## src/design/lps_pkg.sv

```systemverilog
// Shared types and constants of the latency path selector.
// Holds the table entry record, the command codes, the register indexes and the
// controller-to-datapath interface structs. Depends on nothing.
package lps_pkg;

  localparam int IDX_W      = 4;
  localparam int RTT_W      = 24;
  localparam int FAIL_W     = 8;
  localparam int SECS_W     = 16;
  localparam int CMD_W      = 3;
  localparam int CFG_IDX_W  = 3;
  localparam int CFG_DATA_W = 24;
  localparam int Q_W        = 9;
  localparam int LIMIT_W    = RTT_W + Q_W;

  localparam logic [Q_W-1:0]    Q_ONE    = 9'd256;
  localparam logic [FAIL_W-1:0] FAIL_SAT = 8'd255;
  localparam logic [SECS_W-1:0] SECS_SAT = 16'hFFFF;

  // Command codes.
  localparam logic [CMD_W-1:0] CMD_PROBE  = 3'd0;
  localparam logic [CMD_W-1:0] CMD_RECORD = 3'd1;
  localparam logic [CMD_W-1:0] CMD_EVAL   = 3'd2;
  localparam logic [CMD_W-1:0] CMD_TICK   = 3'd3;
  localparam logic [CMD_W-1:0] CMD_SELECT = 3'd4;
  localparam logic [CMD_W-1:0] CMD_CLEAR  = 3'd5;

  // Configuration register indexes.
  localparam logic [CFG_IDX_W-1:0] CFG_SERVER_COUNT = 3'd0;
  localparam logic [CFG_IDX_W-1:0] CFG_WEIGHT       = 3'd1;
  localparam logic [CFG_IDX_W-1:0] CFG_THRESHOLD    = 3'd2;
  localparam logic [CFG_IDX_W-1:0] CFG_MARGIN       = 3'd3;
  localparam logic [CFG_IDX_W-1:0] CFG_COOLDOWN     = 3'd4;

  typedef struct packed {
    logic [RTT_W-1:0]  rtt;
    logic              seen;
    logic              reach;
    logic [FAIL_W-1:0] fails;
  } entry_t;

  typedef enum logic [3:0] {
    DP_IDLE,
    DP_DISPATCH,
    DP_APPLY,
    DP_EVAL_START,
    DP_SCAN,
    DP_DECIDE,
    DP_TAIL_A,
    DP_TAIL_C,
    DP_FINISH
  } dp_op_e;

  typedef struct packed {
    logic   latch;
    dp_op_e op;
  } ctrl_t;

  typedef struct packed {
    logic [CMD_W-1:0] cmd;
    logic             tgt_ok;
    logic             eval_go;
    logic             scan_done;
  } status_t;

endpackage

```

## src/design/lps_datapath.sv

```systemverilog
// Datapath of the latency path selector: configuration registers, server table,
// smoothing and margin arithmetic, evaluate scan and result registers.
// Depends on lps_pkg; driven by lps_ctrl through ctrl_t and status_t.
module lps_datapath #(
  parameter int MAX_SERVERS = 16,
  parameter int FAIL_LIMIT  = 3
) (
  input  logic                             clk_i,
  input  logic                             rst_ni,
  input  lps_pkg::ctrl_t                   ctrl_i,
  output lps_pkg::status_t                 status_o,
  input  logic [lps_pkg::CMD_W-1:0]        cmd_i,
  input  logic [lps_pkg::IDX_W-1:0]        entry_index_i,
  input  logic                             probe_ok_i,
  input  logic [lps_pkg::RTT_W-1:0]        rtt_sample_i,
  input  logic                             cfg_valid_i,
  input  logic [lps_pkg::CFG_IDX_W-1:0]    cfg_index_i,
  input  logic [lps_pkg::CFG_DATA_W-1:0]   cfg_data_i,
  output logic                             done_o,
  output logic [lps_pkg::IDX_W-1:0]        current_index_o,
  output logic [lps_pkg::RTT_W-1:0]        current_rtt_o,
  output logic                             switched_o,
  output logic [lps_pkg::RTT_W-1:0]        entry_rtt_o,
  output logic                             entry_reachable_o,
  output logic [lps_pkg::FAIL_W-1:0]       entry_failures_o,
  output logic                             entry_has_sample_o
);
  import lps_pkg::*;

  localparam int AW = (MAX_SERVERS > 1) ? $clog2(MAX_SERVERS) : 1;
  localparam int NW = $clog2(MAX_SERVERS + 1);
  localparam int CW = (NW > 5) ? NW : 5;

  // Configuration registers.
  logic [4:0]        srv_cnt_q;
  logic [Q_W-1:0]    weight_q;
  logic [RTT_W-1:0]  thr_q;
  logic [Q_W-1:0]    margin_q;
  logic [SECS_W-1:0] cool_q;

  // Latched command.
  logic [CMD_W-1:0] cmd_q;
  logic [IDX_W-1:0] idx_q;
  logic             ok_q;
  logic [RTT_W-1:0] sample_q;

  // Selector state.
  logic [IDX_W-1:0]  cur_q, cur_d;
  logic              ever_q, ever_d;
  logic [SECS_W-1:0] secs_q, secs_d;
  logic              sw_q, sw_d;
  logic              done_q, done_d;

  // Evaluate scan.
  logic [CW-1:0]      sc_q, sc_d;
  logic [CW-1:0]      best_q, best_d;
  logic [RTT_W-1:0]   lead_rtt_q, lead_rtt_d;
  logic [LIMIT_W-1:0] limit_q, limit_d;
  logic               rep_ok_q, rep_ok_d;
  logic               cur_ok_q, cur_ok_d;

  // Results.
  logic [IDX_W-1:0] res_idx_q, res_idx_d;
  logic [RTT_W-1:0] res_rtt_q, res_rtt_d;
  logic             res_sw_q, res_sw_d;
  entry_t           res_ent_q, res_ent_d;

  // Server table with one valid bit per entry.
  entry_t                 mem_q [MAX_SERVERS];
  entry_t                 rdata_q;
  logic                   rvld_q;
  logic [MAX_SERVERS-1:0] vld_q;
  logic [AW-1:0]          raddr;
  logic [AW-1:0]          waddr;
  logic                   we;
  logic                   vld_clr;
  entry_t                 rd_ent;
  entry_t                 nxt_ent;

  logic [CW-1:0]     cnt_ext;
  logic [CW-1:0]     n_use;
  logic              idx_in;
  logic              cur_in;
  logic [IDX_W-1:0]  tgt_idx;
  logic [IDX_W-1:0]  rep_idx;
  logic [Q_W-1:0]    w_eff;
  logic [Q_W-1:0]    m_eff;
  logic [Q_W-1:0]    keep_fac;
  logic signed [RTT_W:0]       diff;
  logic signed [Q_W:0]         w_s;
  logic signed [RTT_W+Q_W+1:0] prod;
  logic signed [RTT_W+Q_W+1:0] prod_sh;
  logic [FAIL_W-1:0] fails_inc;
  logic [CW-1:0]     sc_prev;
  logic              cand_hit;

  assign cnt_ext = CW'(srv_cnt_q);
  assign n_use   = (cnt_ext > CW'(MAX_SERVERS)) ? CW'(MAX_SERVERS) : cnt_ext;
  assign idx_in  = CW'(idx_q) < n_use;
  assign cur_in  = CW'(cur_q) < n_use;
  assign tgt_idx = (cmd_q == CMD_PROBE) ? idx_q : cur_q;
  assign rep_idx = (cmd_q == CMD_PROBE || cmd_q == CMD_SELECT) ? idx_q : cur_q;
  assign rd_ent  = rvld_q ? rdata_q : '0;
  assign waddr   = AW'(tgt_idx);

  // Smoothing as old + round(w * (sample - old) / 256), one signed multiply.
  assign w_eff   = (weight_q > Q_ONE) ? Q_ONE : weight_q;
  assign m_eff   = (margin_q > Q_ONE) ? Q_ONE : margin_q;
  assign keep_fac = Q_ONE - m_eff;
  assign diff    = $signed({1'b0, sample_q}) - $signed({1'b0, rd_ent.rtt});
  assign w_s     = $signed({1'b0, w_eff});
  assign prod    = diff * w_s;
  assign prod_sh = (prod + (RTT_W+Q_W+2)'(128)) >>> 8;

  assign fails_inc = (rd_ent.fails == FAIL_SAT) ? FAIL_SAT : rd_ent.fails + 1'b1;

  always_comb begin
    nxt_ent = rd_ent;
    if (cmd_q == CMD_RECORD || ok_q) begin
      nxt_ent.rtt   = rd_ent.seen ? rd_ent.rtt + prod_sh[RTT_W-1:0] : sample_q;
      nxt_ent.seen  = 1'b1;
      nxt_ent.reach = 1'b1;
      nxt_ent.fails = '0;
    end else begin
      nxt_ent.fails = fails_inc;
      if (fails_inc >= FAIL_W'(FAIL_LIMIT)) begin
        nxt_ent.reach = 1'b0;
      end
    end
  end

  // The entry returned in a scan cycle belongs to the index read in the cycle before.
  assign sc_prev  = sc_q - 1'b1;
  assign cand_hit = (sc_prev != CW'(cur_q)) && rd_ent.reach && rd_ent.seen &&
                    (LIMIT_W'({rd_ent.rtt, 8'd0}) < limit_q) && (rd_ent.rtt < lead_rtt_q);

  always_comb begin
    cur_d      = cur_q;
    ever_d     = ever_q;
    secs_d     = secs_q;
    sw_d       = sw_q;
    done_d     = 1'b0;
    sc_d       = sc_q;
    best_d     = best_q;
    lead_rtt_d = lead_rtt_q;
    limit_d    = limit_q;
    rep_ok_d   = rep_ok_q;
    cur_ok_d   = cur_ok_q;
    res_idx_d  = res_idx_q;
    res_rtt_d  = res_rtt_q;
    res_sw_d   = res_sw_q;
    res_ent_d  = res_ent_q;
    raddr      = AW'(tgt_idx);
    we         = 1'b0;
    vld_clr    = 1'b0;
    case (ctrl_i.op)
      DP_DISPATCH: begin
        sw_d   = 1'b0;
        best_d = CW'(cur_q);
        case (cmd_q)
          CMD_TICK: begin
            if (secs_q != SECS_SAT) begin
              secs_d = secs_q + 1'b1;
            end
          end
          CMD_SELECT: begin
            if (idx_in) begin
              cur_d = idx_q;
            end
          end
          CMD_CLEAR: begin
            vld_clr = 1'b1;
            cur_d   = '0;
          end
          default: ;
        endcase
      end
      DP_APPLY: begin
        we = 1'b1;
      end
      DP_EVAL_START: begin
        lead_rtt_d = rd_ent.rtt;
        limit_d    = LIMIT_W'(rd_ent.rtt) * LIMIT_W'(keep_fac);
        raddr      = '0;
        sc_d       = CW'(1);
      end
      DP_SCAN: begin
        raddr = AW'(sc_q);
        sc_d  = sc_q + 1'b1;
        if (cand_hit) begin
          best_d     = sc_prev;
          lead_rtt_d = rd_ent.rtt;
        end
      end
      DP_DECIDE: begin
        if (best_q != CW'(cur_q) && (!ever_q || secs_q >= cool_q)) begin
          cur_d  = IDX_W'(best_q);
          ever_d = 1'b1;
          secs_d = '0;
          sw_d   = 1'b1;
        end
      end
      DP_TAIL_A: begin
        raddr    = AW'(rep_idx);
        rep_ok_d = CW'(rep_idx) < n_use;
      end
      DP_TAIL_C: begin
        res_ent_d = rep_ok_q ? rd_ent : '0;
        raddr     = AW'(cur_q);
        cur_ok_d  = cur_in;
      end
      DP_FINISH: begin
        res_rtt_d = cur_ok_q ? rd_ent.rtt : '0;
        res_idx_d = cur_q;
        res_sw_d  = sw_q;
        done_d    = 1'b1;
      end
      default: ;
    endcase
  end

  always_ff @(posedge clk_i or negedge rst_ni) begin
    if (!rst_ni) begin
      srv_cnt_q <= '0;
      weight_q  <= 9'd77;
      thr_q     <= 24'd100000;
      margin_q  <= 9'd51;
      cool_q    <= 16'd30;
      cur_q     <= '0;
      ever_q    <= 1'b0;
      secs_q    <= '0;
      sw_q      <= 1'b0;
      done_q    <= 1'b0;
      sc_q      <= '0;
      vld_q     <= '0;
      rvld_q    <= 1'b0;
    end else begin
      if (cfg_valid_i) begin
        case (cfg_index_i)
          CFG_SERVER_COUNT: srv_cnt_q <= cfg_data_i[4:0];
          CFG_WEIGHT:       weight_q  <= cfg_data_i[Q_W-1:0];
          CFG_THRESHOLD:    thr_q     <= cfg_data_i[RTT_W-1:0];
          CFG_MARGIN:       margin_q  <= cfg_data_i[Q_W-1:0];
          CFG_COOLDOWN:     cool_q    <= cfg_data_i[SECS_W-1:0];
          default: ;
        endcase
      end
      cur_q  <= cur_d;
      ever_q <= ever_d;
      secs_q <= secs_d;
      sw_q   <= sw_d;
      done_q <= done_d;
      sc_q   <= sc_d;
      rvld_q <= vld_q[raddr];
      if (vld_clr) begin
        vld_q <= '0;
      end else if (we) begin
        vld_q[waddr] <= 1'b1;
      end
    end
  end

  always_ff @(posedge clk_i) begin
    if (ctrl_i.latch) begin
      cmd_q    <= cmd_i;
      idx_q    <= entry_index_i;
      ok_q     <= probe_ok_i;
      sample_q <= rtt_sample_i;
    end
    best_q     <= best_d;
    lead_rtt_q <= lead_rtt_d;
    limit_q    <= limit_d;
    rep_ok_q   <= rep_ok_d;
    cur_ok_q   <= cur_ok_d;
    res_idx_q  <= res_idx_d;
    res_rtt_q  <= res_rtt_d;
    res_sw_q   <= res_sw_d;
    res_ent_q  <= res_ent_d;
  end

  always_ff @(posedge clk_i) begin
    if (we) begin
      mem_q[waddr] <= nxt_ent;
    end
    rdata_q <= mem_q[raddr];
  end

  assign status_o.cmd       = cmd_q;
  assign status_o.tgt_ok    = (cmd_q == CMD_PROBE) ? idx_in : cur_in;
  assign status_o.eval_go   = rd_ent.seen && (rd_ent.rtt > thr_q);
  assign status_o.scan_done = (sc_q == n_use);

  assign done_o             = done_q;
  assign current_index_o    = res_idx_q;
  assign current_rtt_o      = res_rtt_q;
  assign switched_o         = res_sw_q;
  assign entry_rtt_o        = res_ent_q.rtt;
  assign entry_reachable_o  = res_ent_q.reach;
  assign entry_failures_o   = res_ent_q.fails;
  assign entry_has_sample_o = res_ent_q.seen;

  a_done_single: assert property (@(posedge clk_i) disable iff (!rst_ni)
    done_q |=> !done_q)
    else $error("result strobe held for more than one cycle");

  a_apply_in_table: assert property (@(posedge clk_i) disable iff (!rst_ni)
    (ctrl_i.op == DP_APPLY) |-> status_o.tgt_ok)
    else $error("table write outside the entries in use");

  a_cur_change: assert property (@(posedge clk_i) disable iff (!rst_ni)
    !$stable(cur_q) |-> ($past(ctrl_i.op) == DP_DISPATCH || $past(ctrl_i.op) == DP_DECIDE))
    else $error("current entry changed outside select, clear or evaluate");

  a_switch_on_eval: assert property (@(posedge clk_i) disable iff (!rst_ni)
    (done_q && res_sw_q) |-> (cmd_q == CMD_EVAL))
    else $error("switch reported for a command other than evaluate");

endmodule

```

## src/design/lps_ctrl.sv

```systemverilog
// Controller of the latency path selector: sequences each command through the
// datapath steps. Depends on lps_pkg; drives lps_datapath through ctrl_t.
module lps_ctrl (
  input  logic             clk_i,
  input  logic             rst_ni,
  input  logic             start_i,
  output logic             busy_o,
  output lps_pkg::ctrl_t   ctrl_o,
  input  lps_pkg::status_t status_i
);
  import lps_pkg::*;

  typedef enum logic [3:0] {
    ST_IDLE,
    ST_DISPATCH,
    ST_APPLY,
    ST_EVAL_START,
    ST_SCAN,
    ST_DECIDE,
    ST_TAIL_A,
    ST_TAIL_C,
    ST_FINISH
  } state_e;

  state_e state_q, state_d;
  dp_op_e op_q, op_d;
  logic   accept;

  assign accept = start_i && (state_q == ST_IDLE);

  always_comb begin
    state_d = state_q;
    case (state_q)
      ST_IDLE: begin
        if (start_i) begin
          state_d = ST_DISPATCH;
        end
      end
      ST_DISPATCH: begin
        case (status_i.cmd)
          CMD_PROBE, CMD_RECORD: state_d = status_i.tgt_ok ? ST_APPLY : ST_TAIL_A;
          CMD_EVAL:              state_d = status_i.tgt_ok ? ST_EVAL_START : ST_TAIL_A;
          default:               state_d = ST_TAIL_A;
        endcase
      end
      ST_APPLY:      state_d = ST_TAIL_A;
      ST_EVAL_START: state_d = status_i.eval_go ? ST_SCAN : ST_DECIDE;
      ST_SCAN: begin
        if (status_i.scan_done) begin
          state_d = ST_DECIDE;
        end
      end
      ST_DECIDE:     state_d = ST_TAIL_A;
      ST_TAIL_A:     state_d = ST_TAIL_C;
      ST_TAIL_C:     state_d = ST_FINISH;
      ST_FINISH:     state_d = ST_IDLE;
      default:       state_d = ST_IDLE;
    endcase
  end

  always_comb begin
    case (state_d)
      ST_DISPATCH:   op_d = DP_DISPATCH;
      ST_APPLY:      op_d = DP_APPLY;
      ST_EVAL_START: op_d = DP_EVAL_START;
      ST_SCAN:       op_d = DP_SCAN;
      ST_DECIDE:     op_d = DP_DECIDE;
      ST_TAIL_A:     op_d = DP_TAIL_A;
      ST_TAIL_C:     op_d = DP_TAIL_C;
      ST_FINISH:     op_d = DP_FINISH;
      default:       op_d = DP_IDLE;
    endcase
  end

  always_ff @(posedge clk_i or negedge rst_ni) begin
    if (!rst_ni) begin
      state_q <= ST_IDLE;
      op_q    <= DP_IDLE;
    end else begin
      state_q <= state_d;
      op_q    <= op_d;
    end
  end

  assign busy_o       = (state_q != ST_IDLE);
  assign ctrl_o.latch = accept;
  assign ctrl_o.op    = op_q;

  a_accept_dispatch: assert property (@(posedge clk_i) disable iff (!rst_ni)
    accept |=> (op_q == DP_DISPATCH))
    else $error("accepted command not dispatched");

  a_scan_after_start: assert property (@(posedge clk_i) disable iff (!rst_ni)
    (op_q == DP_SCAN) |-> ($past(op_q) == DP_EVAL_START || $past(op_q) == DP_SCAN))
    else $error("scan entered without evaluate start");

endmodule

```

## src/design/latency_path_selector_core.sv

```systemverilog
// Top level of the latency path selector: controller plus datapath.
// Depends on lps_pkg, lps_ctrl and lps_datapath.
//
// A command is taken at a rising edge where start_i is high and busy_o is low;
// busy_o then stays high until the command is finished. Each command produces
// exactly one result beat, shown on the result ports for a single cycle with
// done_o high. The receiver cannot stall the block, so the result must be
// captured in that cycle; the result ports are only meaningful while done_o is
// high, and the entry ports may already change in the cycle before each beat.
// A new command may be started in the very cycle that done_o is high.
// The server table has one read port with registered data, and every command
// walks through it one access per cycle. A probe or record for an entry in
// use passes an apply step that writes the entry; second tick, select, clear,
// unknown codes and probes or records that address no entry in use go
// straight to the tail steps. An evaluate scans every entry in use when the
// current server has a sample above the threshold, skips the scan otherwise,
// and goes straight to the tail steps when the current entry lies outside
// the table. The evaluate scan reads one entry per cycle and compares it with
// the best candidate so far, ties among candidates going to the lower index
// and a tie with the current server keeping the current server. Configuration
// writes are always accepted (cfg_ready_o is tied high) and should only be
// issued while the block is idle. After reset the table reads as empty at
// once: a valid bit per entry is cleared by reset and by the clear command,
// so there is no clearing pass.
module latency_path_selector_core #(
  parameter int MAX_SERVERS = 16,
  parameter int FAIL_LIMIT  = 3
) (
  input  logic                             clk_i,
  input  logic                             rst_ni,
  input  logic                             start_i,
  output logic                             busy_o,
  input  logic [lps_pkg::CMD_W-1:0]        cmd_i,
  input  logic [lps_pkg::IDX_W-1:0]        entry_index_i,
  input  logic                             probe_ok_i,
  input  logic [lps_pkg::RTT_W-1:0]        rtt_sample_i,
  input  logic                             cfg_valid_i,
  output logic                             cfg_ready_o,
  input  logic [lps_pkg::CFG_IDX_W-1:0]    cfg_index_i,
  input  logic [lps_pkg::CFG_DATA_W-1:0]   cfg_data_i,
  output logic                             done_o,
  output logic [lps_pkg::IDX_W-1:0]        current_index_o,
  output logic [lps_pkg::RTT_W-1:0]        current_rtt_o,
  output logic                             switched_o,
  output logic [lps_pkg::RTT_W-1:0]        entry_rtt_o,
  output logic                             entry_reachable_o,
  output logic [lps_pkg::FAIL_W-1:0]       entry_failures_o,
  output logic                             entry_has_sample_o
);
  import lps_pkg::*;

  ctrl_t   ctrl;
  status_t status;

  // Register writes never wait.
  assign cfg_ready_o = 1'b1;

  lps_ctrl u_ctrl (
    .clk_i    (clk_i),
    .rst_ni   (rst_ni),
    .start_i  (start_i),
    .busy_o   (busy_o),
    .ctrl_o   (ctrl),
    .status_i (status)
  );

  lps_datapath #(
    .MAX_SERVERS (MAX_SERVERS),
    .FAIL_LIMIT  (FAIL_LIMIT)
  ) u_datapath (
    .clk_i              (clk_i),
    .rst_ni             (rst_ni),
    .ctrl_i             (ctrl),
    .status_o           (status),
    .cmd_i              (cmd_i),
    .entry_index_i      (entry_index_i),
    .probe_ok_i         (probe_ok_i),
    .rtt_sample_i       (rtt_sample_i),
    .cfg_valid_i        (cfg_valid_i),
    .cfg_index_i        (cfg_index_i),
    .cfg_data_i         (cfg_data_i),
    .done_o             (done_o),
    .current_index_o    (current_index_o),
    .current_rtt_o      (current_rtt_o),
    .switched_o         (switched_o),
    .entry_rtt_o        (entry_rtt_o),
    .entry_reachable_o  (entry_reachable_o),
    .entry_failures_o   (entry_failures_o),
    .entry_has_sample_o (entry_has_sample_o)
  );

endmodule
```

## config.mk

```make
export PLATFORM = sky130hd
export DESIGN_NAME = latency_path_selector_core
export DESIGN_NICKNAME = d
export VERILOG_FILES = /design/src/design/lps_pkg.sv /design/src/design/lps_datapath.sv /design/src/design/lps_ctrl.sv /design/src/design/latency_path_selector_core.sv
export SDC_FILE = /design/constraint.sdc
export NUM_CORES = 2
export LEC_CHECK = 0
export ABC_CLOCK_PERIOD_IN_PS = 12200
export BUFFER_PORTS_ARGS = -buffer_cell sky130_fd_sc_hd__buf_2
export CAP_MARGIN = 20
export CELL_PAD_IN_SITES_DETAIL_PLACEMENT = 2
export CELL_PAD_IN_SITES_GLOBAL_PLACEMENT = 2
export CORE_MARGIN = 2
export CORE_UTILIZATION = 45
export DETAILED_ROUTE_END_ITERATION = 12
export MAX_ROUTING_LAYER = met4
export PLACE_DENSITY = 0.87
export SLEW_MARGIN = 0
export SYNTH_ARGS = -nofsm -noshare
export SYNTH_HDL_FRONTEND = slang
export SYNTH_SLANG_ARGS = --single-unit
export TNS_END_PERCENT = 100
```

## constraint.sdc

```tcl
create_clock -name clk_i -period 12.2 [get_ports clk_i]
set_input_delay 0 -clock clk_i [delete_from_list [all_inputs] [get_ports clk_i]]
set_output_delay 0 -clock clk_i [all_outputs]
set_load 0.03 [all_outputs]
```

== Word level (Yosys, flattened, before mapping) ==
Memories as Yosys holds them, arrays and structs flattened. A register that Yosys moved wholly into a read port is not among the register bits.
Index checks and enable logic that the tools add are counted.
W data, S select, Z words.
Operators by class
  bitwise operators: 1
  mux-type cells: 47
  multiply operators: 2
  reductions and logical operators: 34
  magnitude comparators: 14
  eq/ne operators: 35
  add/sub/neg operators: 8
  shifts and indexed selects: 0
  divide/modulo/power cells: 0
Operators with widths (number)
  $mux W16: 5
  $mux W24: 2
  $pmux W24 S2: 1
  $mux W34: 1
  $lt A32 B33 Y1: 1
  $mul A24 B9 Y33: 1
  $add A32 B9 Y32 const B: 1
  $eq A4 B3 Y1 const B: 8
  $mul A25 B10 Y32: 1
  $pmux W16 S2: 1
  $pmux W4 S7: 1
  $mux W9: 3
  $mux W25: 1
  $sub A24 B24 Y25: 1
  $add A24 B24 Y24: 1
  $gt A24 B24 Y1: 1
  $lt A24 B24 Y1: 1
  $mux W4: 6
  $pmux W4 S2: 3
  $pmux W5 S2: 2
  $gt A9 B9 Y1 const B: 2
  $reduce_and A2 Y1: 9
  $add A16 B1 Y16 const B: 1
  $eq A4 B2 Y1 const B: 4
  other kinds (40): 83
Word-level totals
  memories kept: 2
  bits in latches: 0
  register bits: 271
  output and inout port bits: 66
  RAM bits: 544
  bits in read-only memories: 64
Memories
  u_datapath.mem_q: depth 16, bits a word 34, read ports 1, clocked after memory_dff 1, write ports 1, RTL line lps_datapath.sv:69  | entry_t mem_q [MAX_SERVERS];
  (no name shown): depth 16, bits a word 4, read ports 1, clocked after memory_dff 1, write ports 0, RTL line lps_ctrl.sv:62  | case (state_d)

== Longest topological paths before layout ==
  depth after elaboration: 9
  mapped depth: 45
  gate-level depth less buffers: 42

== Hierarchy ==
From an unflattened synthesis, not the netlist that was laid out.
Unflattened totals
  cell total of the unflattened synthesis: 4166
  area, all modules: 51232.9 um^2
Modules (own cells, without submodules)
  lps_datapath: cells each 4128, instances 1, area each 50841.3 um^2, sequential area each 24516.0 um^2
  lps_ctrl: cells each 36, instances 1, area each 380.4 um^2, sequential area each 200.2 um^2
  latency_path_selector_core: cells each 2, instances 1, area each 11.3 um^2, sequential area each 0.0 um^2

== Least setup slack after synthesis ==
Ideal clock, no wire load.
  kind: reg2reg
  start point: reg u_datapath.rvld_q
  end point: mem u_datapath.mem_q[0][31] (netlist bit) (data pin)
  stages on the path, launching flop included: 46
  slack: 1.787 ns
  data arrival time: 10.114 ns
  buffers on the path: 3
  period minus slack after synthesis: 10.413 ns
  cells stage by stage: dfrtp_1 -> clkbuf_1 -> clkbuf_1 -> and2_1 -> clkbuf_1 -> inv_1 -> ha_1 -> nor2b_1 -> o31a_1 -> o211a_1 -> nor4_2 -> o21ai_1 -> a21o_1 -> a21o_1 -> xor2_1 -> nand2_1 -> fa_1 -> fa_1 -> (+10 left out) -> a21oi_1 -> o21a_1 -> a21oi_1 -> nor2_1 -> nor2b_1 -> o21a_1 -> nor2_1 -> xnor2_1 -> ha_1 -> a21o_1 -> a21o_1 -> a21oi_1 -> o21ai_1 -> a21o_1 -> a21oi_1 -> xnor2_1 -> nand2_1 -> a22oi_1
RTL lines
  from (decl): RTL line lps_datapath.sv:71  | logic rvld_q;
  from (signal assigned): RTL line lps_datapath.sv:254  | rvld_q <= vld_q[raddr];
  to (decl): RTL line lps_datapath.sv:69

==> key figures <==
Logic synthesis
  – Largest family of logic cells by synthesized area: adder cells
  – Post-Synth Adder-Cell Area: about a fifth
  – Ys Warns: 0
  – Synth Register Bits: between 800 and 900
  – Yosys top cell by area: edfxtp_1
  – Synth Area in XOR/XNOR: 2.31%
  – Async SR Flop Fraction: between 10% and 20%
  – Syn Area/Cell: approximately 12 sq um
  – EDFF count, synth: approximately 700
  – Seq/Total Area, Yosys: 48.4%
  – Mapped Cells: 4084
  – Synth Area in Compound Gates: slightly below 7%
  – Proportion of synthesized area in mux cells: approximately 7.7%
  – Synthesized area: 51000 sq um
  – Main flop type after synthesis: edfxtp_1
  – Yosys cell types: between 80 and 90
  – Area fraction of the dominant cell type after synthesis: 41.4%
  – Synth Area in Simple Gates: roughly a tenth
  – Synth area leaders: edfxtp_1 (41%), fa_1 (13%), ha_1 (7.3%), mux4_2 (6.2%), dfrtp_1 (4.8%)
  – Synthesized net count: between 4000 and 5000

Critical path
  – Crit path arrival time: between 10000 and 15000 ps
  – Worst r2r src: u_datapath.rdata_q[11]$_DFF_P_
  – End of the critical path: u_datapath.mem_q[13][32]$_DFFE_PP_
  – Largest stage delay on the critical path: ~760 ps
  – CP bufs+invs: 6
  – Crit-path most repeated cell: fa_1
  – Crit path launch type: flop
  – CP Depth: 39
  – Top delay family on crit path: compound AO/OA/AOI/OAI gates
  – Crit end category: flop
  – Reg-to-reg slack, setup: 430 ps
  – FF-to-FF End: u_datapath.mem_q[13][32]$_DFFE_PP_
  – Crit Path Class: flop to flop
  – Crit. Startpoint: u_datapath.rdata_q[11]$_DFF_P_
  – Worst EP required: around 13000 ps
  – Cells on worst reg2reg path: 39
  – Crit Path Max Fanout: 14
  – Slowest cell on crit path: dfxtp_1

Place
  – Port bufs: between 100 and 150
  – GP Congestion: approximately 0.89
  – Detail Placement HPWL: about 130000 um
  – Dpl ws: between 50 and 60 ps
  – DP Cell Count: 5649

Die
  – Die Y: 341 um
  – I/O pin count: 129
  – Die area: between 100000 and 150000 sq um
  – Core ar.: roughly 110000 sq um
  – Die X: approximately 340 um
  – FP Rows: approximately 120
  – Initial core utilization: between 40% and 50%

Clocking
  – CTS H-tree depth: 3
  – Worst-Skew Late Latency: about 740 ps
  – CTS Buf Count: between 90 and 100
  – CTS root buf: clkbuf_16
  – Clock transition at path regs: 70 ps
  – Maximum clock path buffer count: 3
  – CTS sink cnt: about 850
  – CTS tree: built

Run status
  – Failing checks: hold timing
  – Outcome: finished with violations

Flow run
  – Max_cap viols: 0

Route
  – # DRC: 0
  – Initial DRC Count: 4356
  – DR pass1 iterations: 6
  – Via density: roughly 6.5
  – WL final: roughly 220000 um
  – Per-cell routed wire length: 37.3 um
  – Vias post-DR: about 39000
  – ANT nets after route: 0

Global route
  – Global-route usage over all layers: 39.3%
  – Initial antenna violation count: 14
  – First-pass GRT wire length: about 320000 um
  – Vias in the first global route: 42900
  – Pin count of the biggest net entering global routing: 141
  – Grt total ovfl: 0

STA
  – Worst Skew: roughly 43 ps
  – Worst Tran Pin Value: around 1200 ps
  – Max-slew headroom: 23.2%
  – Fin. max-slew vios: 0
  – Min Tclk post-route: ~12000 ps
  – Hold slack: -6.34 ps
  – Final setup fails: 0
  – Post-route worst setup slack: approximately 430 ps
  – Max Fclk: between 0.08 and 0.09 GHz
  – Endpoints failing hold: 1
  – Final Cycle Share: between 90% and 100%

Layout
  – Post-layout util: between 50% and 60%
  – Non-filler cells, final: between 5000 and 6000
  – Nets: a little over 5000
  – Most frequent cells in the layout: edfxtp_1 (703), inv_1 (523), nand2_1 (370)
  – Commonest non-fill, non-tap cell in the layout: edfxtp_1
  – Share of layout cells above drive strength 1: around 14%
  – Area grow syn2layout: 14.3%
  – Fillers: about 11000

Hold path
  – Hold Crit Class: primary input to async pin
==> area by class of cell <==
class                      count  area [sq um]  share of cell area, %
inverter                     529          1990                   3.40
clock inverter                45           591                   1.01
clock buffer                 130          2640                   4.52
antenna                       26          65.1                  0.111
sequential                   853         24700                   42.4
tap                         1500          1880                   3.22
multi-input combinational   2556         24000                   41.2
timing repair buffer         319          2450                   4.20
==> routing by layer <==
layer  vias up  wire, um  track usage (%)
met3      1172     19900             10.0
met5         -         0                -
li1      14800         -                -
met4         0     19800             27.8
met2      2587    106000             62.4
met1     20100     76300             43.2
==> logic make-up after synthesis <==
family                   count (synthesis)
AND/OR/NAND/NOR                       1033
flip-flops                             853
buffers and inverters                  675
adder cells (fa/ha/maj)                626
AO/OA/AOI/OAI                          550
multiplexers                           213
XOR/XNOR                               133
other                                    1
==> state kept, by name, summed over array words and instances, names as in the netlist, 3 cells and up <==
register	flops
u_datapath.mem_q	544
u_datapath.rdata_q	34
u_datapath.limit_q	33
u_datapath.current_rtt_o	24
u_datapath.entry_rtt_o	24
u_datapath.lead_rtt_q	24
u_datapath.sample_q	24
u_datapath.thr_q	24
u_datapath.cool_q	16
u_datapath.secs_q	16
u_datapath.vld_q	16
u_datapath.margin_q	9
u_datapath.weight_q	9
u_datapath.entry_failures_o	8
u_datapath.best_q	5
u_datapath.cnt_ext	5
u_datapath.sc_q	5
u_ctrl.op_q	4
u_ctrl.state_q	4
u_datapath.cur_q	4
u_datapath.current_index_o	4
u_datapath.idx_q	4
u_datapath.cmd_q	3
==> Yosys cell counts (30+ instances only) <==
| master | number |
|---|---|
| clkbuf_1 | 113 |
| nor3_1 | 30 |
| nand2b_1 | 43 |
| a211oi_1 | 55 |
| nor2_1 | 271 |
| nor2b_1 | 82 |
| o21a_1 | 48 |
| xor2_1 | 49 |
| dfrtp_1 | 98 |
| mux2i_1 | 44 |
| nand4_1 | 30 |
| a21o_1 | 57 |
| ha_1 | 296 |
| a21oi_1 | 161 |
| edfxtp_1 | 703 |
| o21ai_0 | 98 |
| fa_1 | 330 |
| nand3_1 | 36 |
| nand2_1 | 370 |
| and2_1 | 43 |
| xnor2_1 | 83 |
| and3_1 | 74 |
| dfxtp_1 | 34 |
| inv_1 | 523 |
| mux4_2 | 140 |
==> how the worst min path moves through the flow <==
stage | end | start | cells past startpoint
floorplan | u_ctrl.op_q[0]$_DFF_PN0_ | rst_ni | 0
global placement | u_datapath.idx_q[0]$_DFFE_PP_ | entry_index_i[0] | 1
detailed placement | u_datapath.sample_q[8]$_DFFE_PP_ | rtt_sample_i[8] | 1
CTS | u_datapath.sample_q[14]$_DFFE_PP_ | rtt_sample_i[14] | 2
global route | u_datapath.sample_q[16]$_DFFE_PP_ | rtt_sample_i[16] | 2
finish | u_datapath.sc_q[3]$_DFFE_PN0N_ | rst_ni | 2
==> what timing repair did <==
item | in CTS | in global routing
endpoints found under the setup margin | 32 | 98
setup buffers | 0 | 3
endpoints found under the hold margin | 162 | 0
gates resized for setup | 2 | 3
hold buffers | 85 | 0
pin swaps | 0 | 1
==> metrics by stage <==
| stage | TNS [ps] | area [sq um] |
|---|---|---|
| 2_1_floorplan | 0 | 51000 |
| 3_3_place_gp | 0 | 53800 |
| 3_5_place_dp | 0 | 53900 |
| 4_1_cts | 0 | 58000 |
| 5_1_grt | -0.549 | 58400 |
| 6_report | 0 | 58400 |
Power is not shown: default switching activity piles up to over one toggle a cycle in this logic, so the estimate is an artifact.
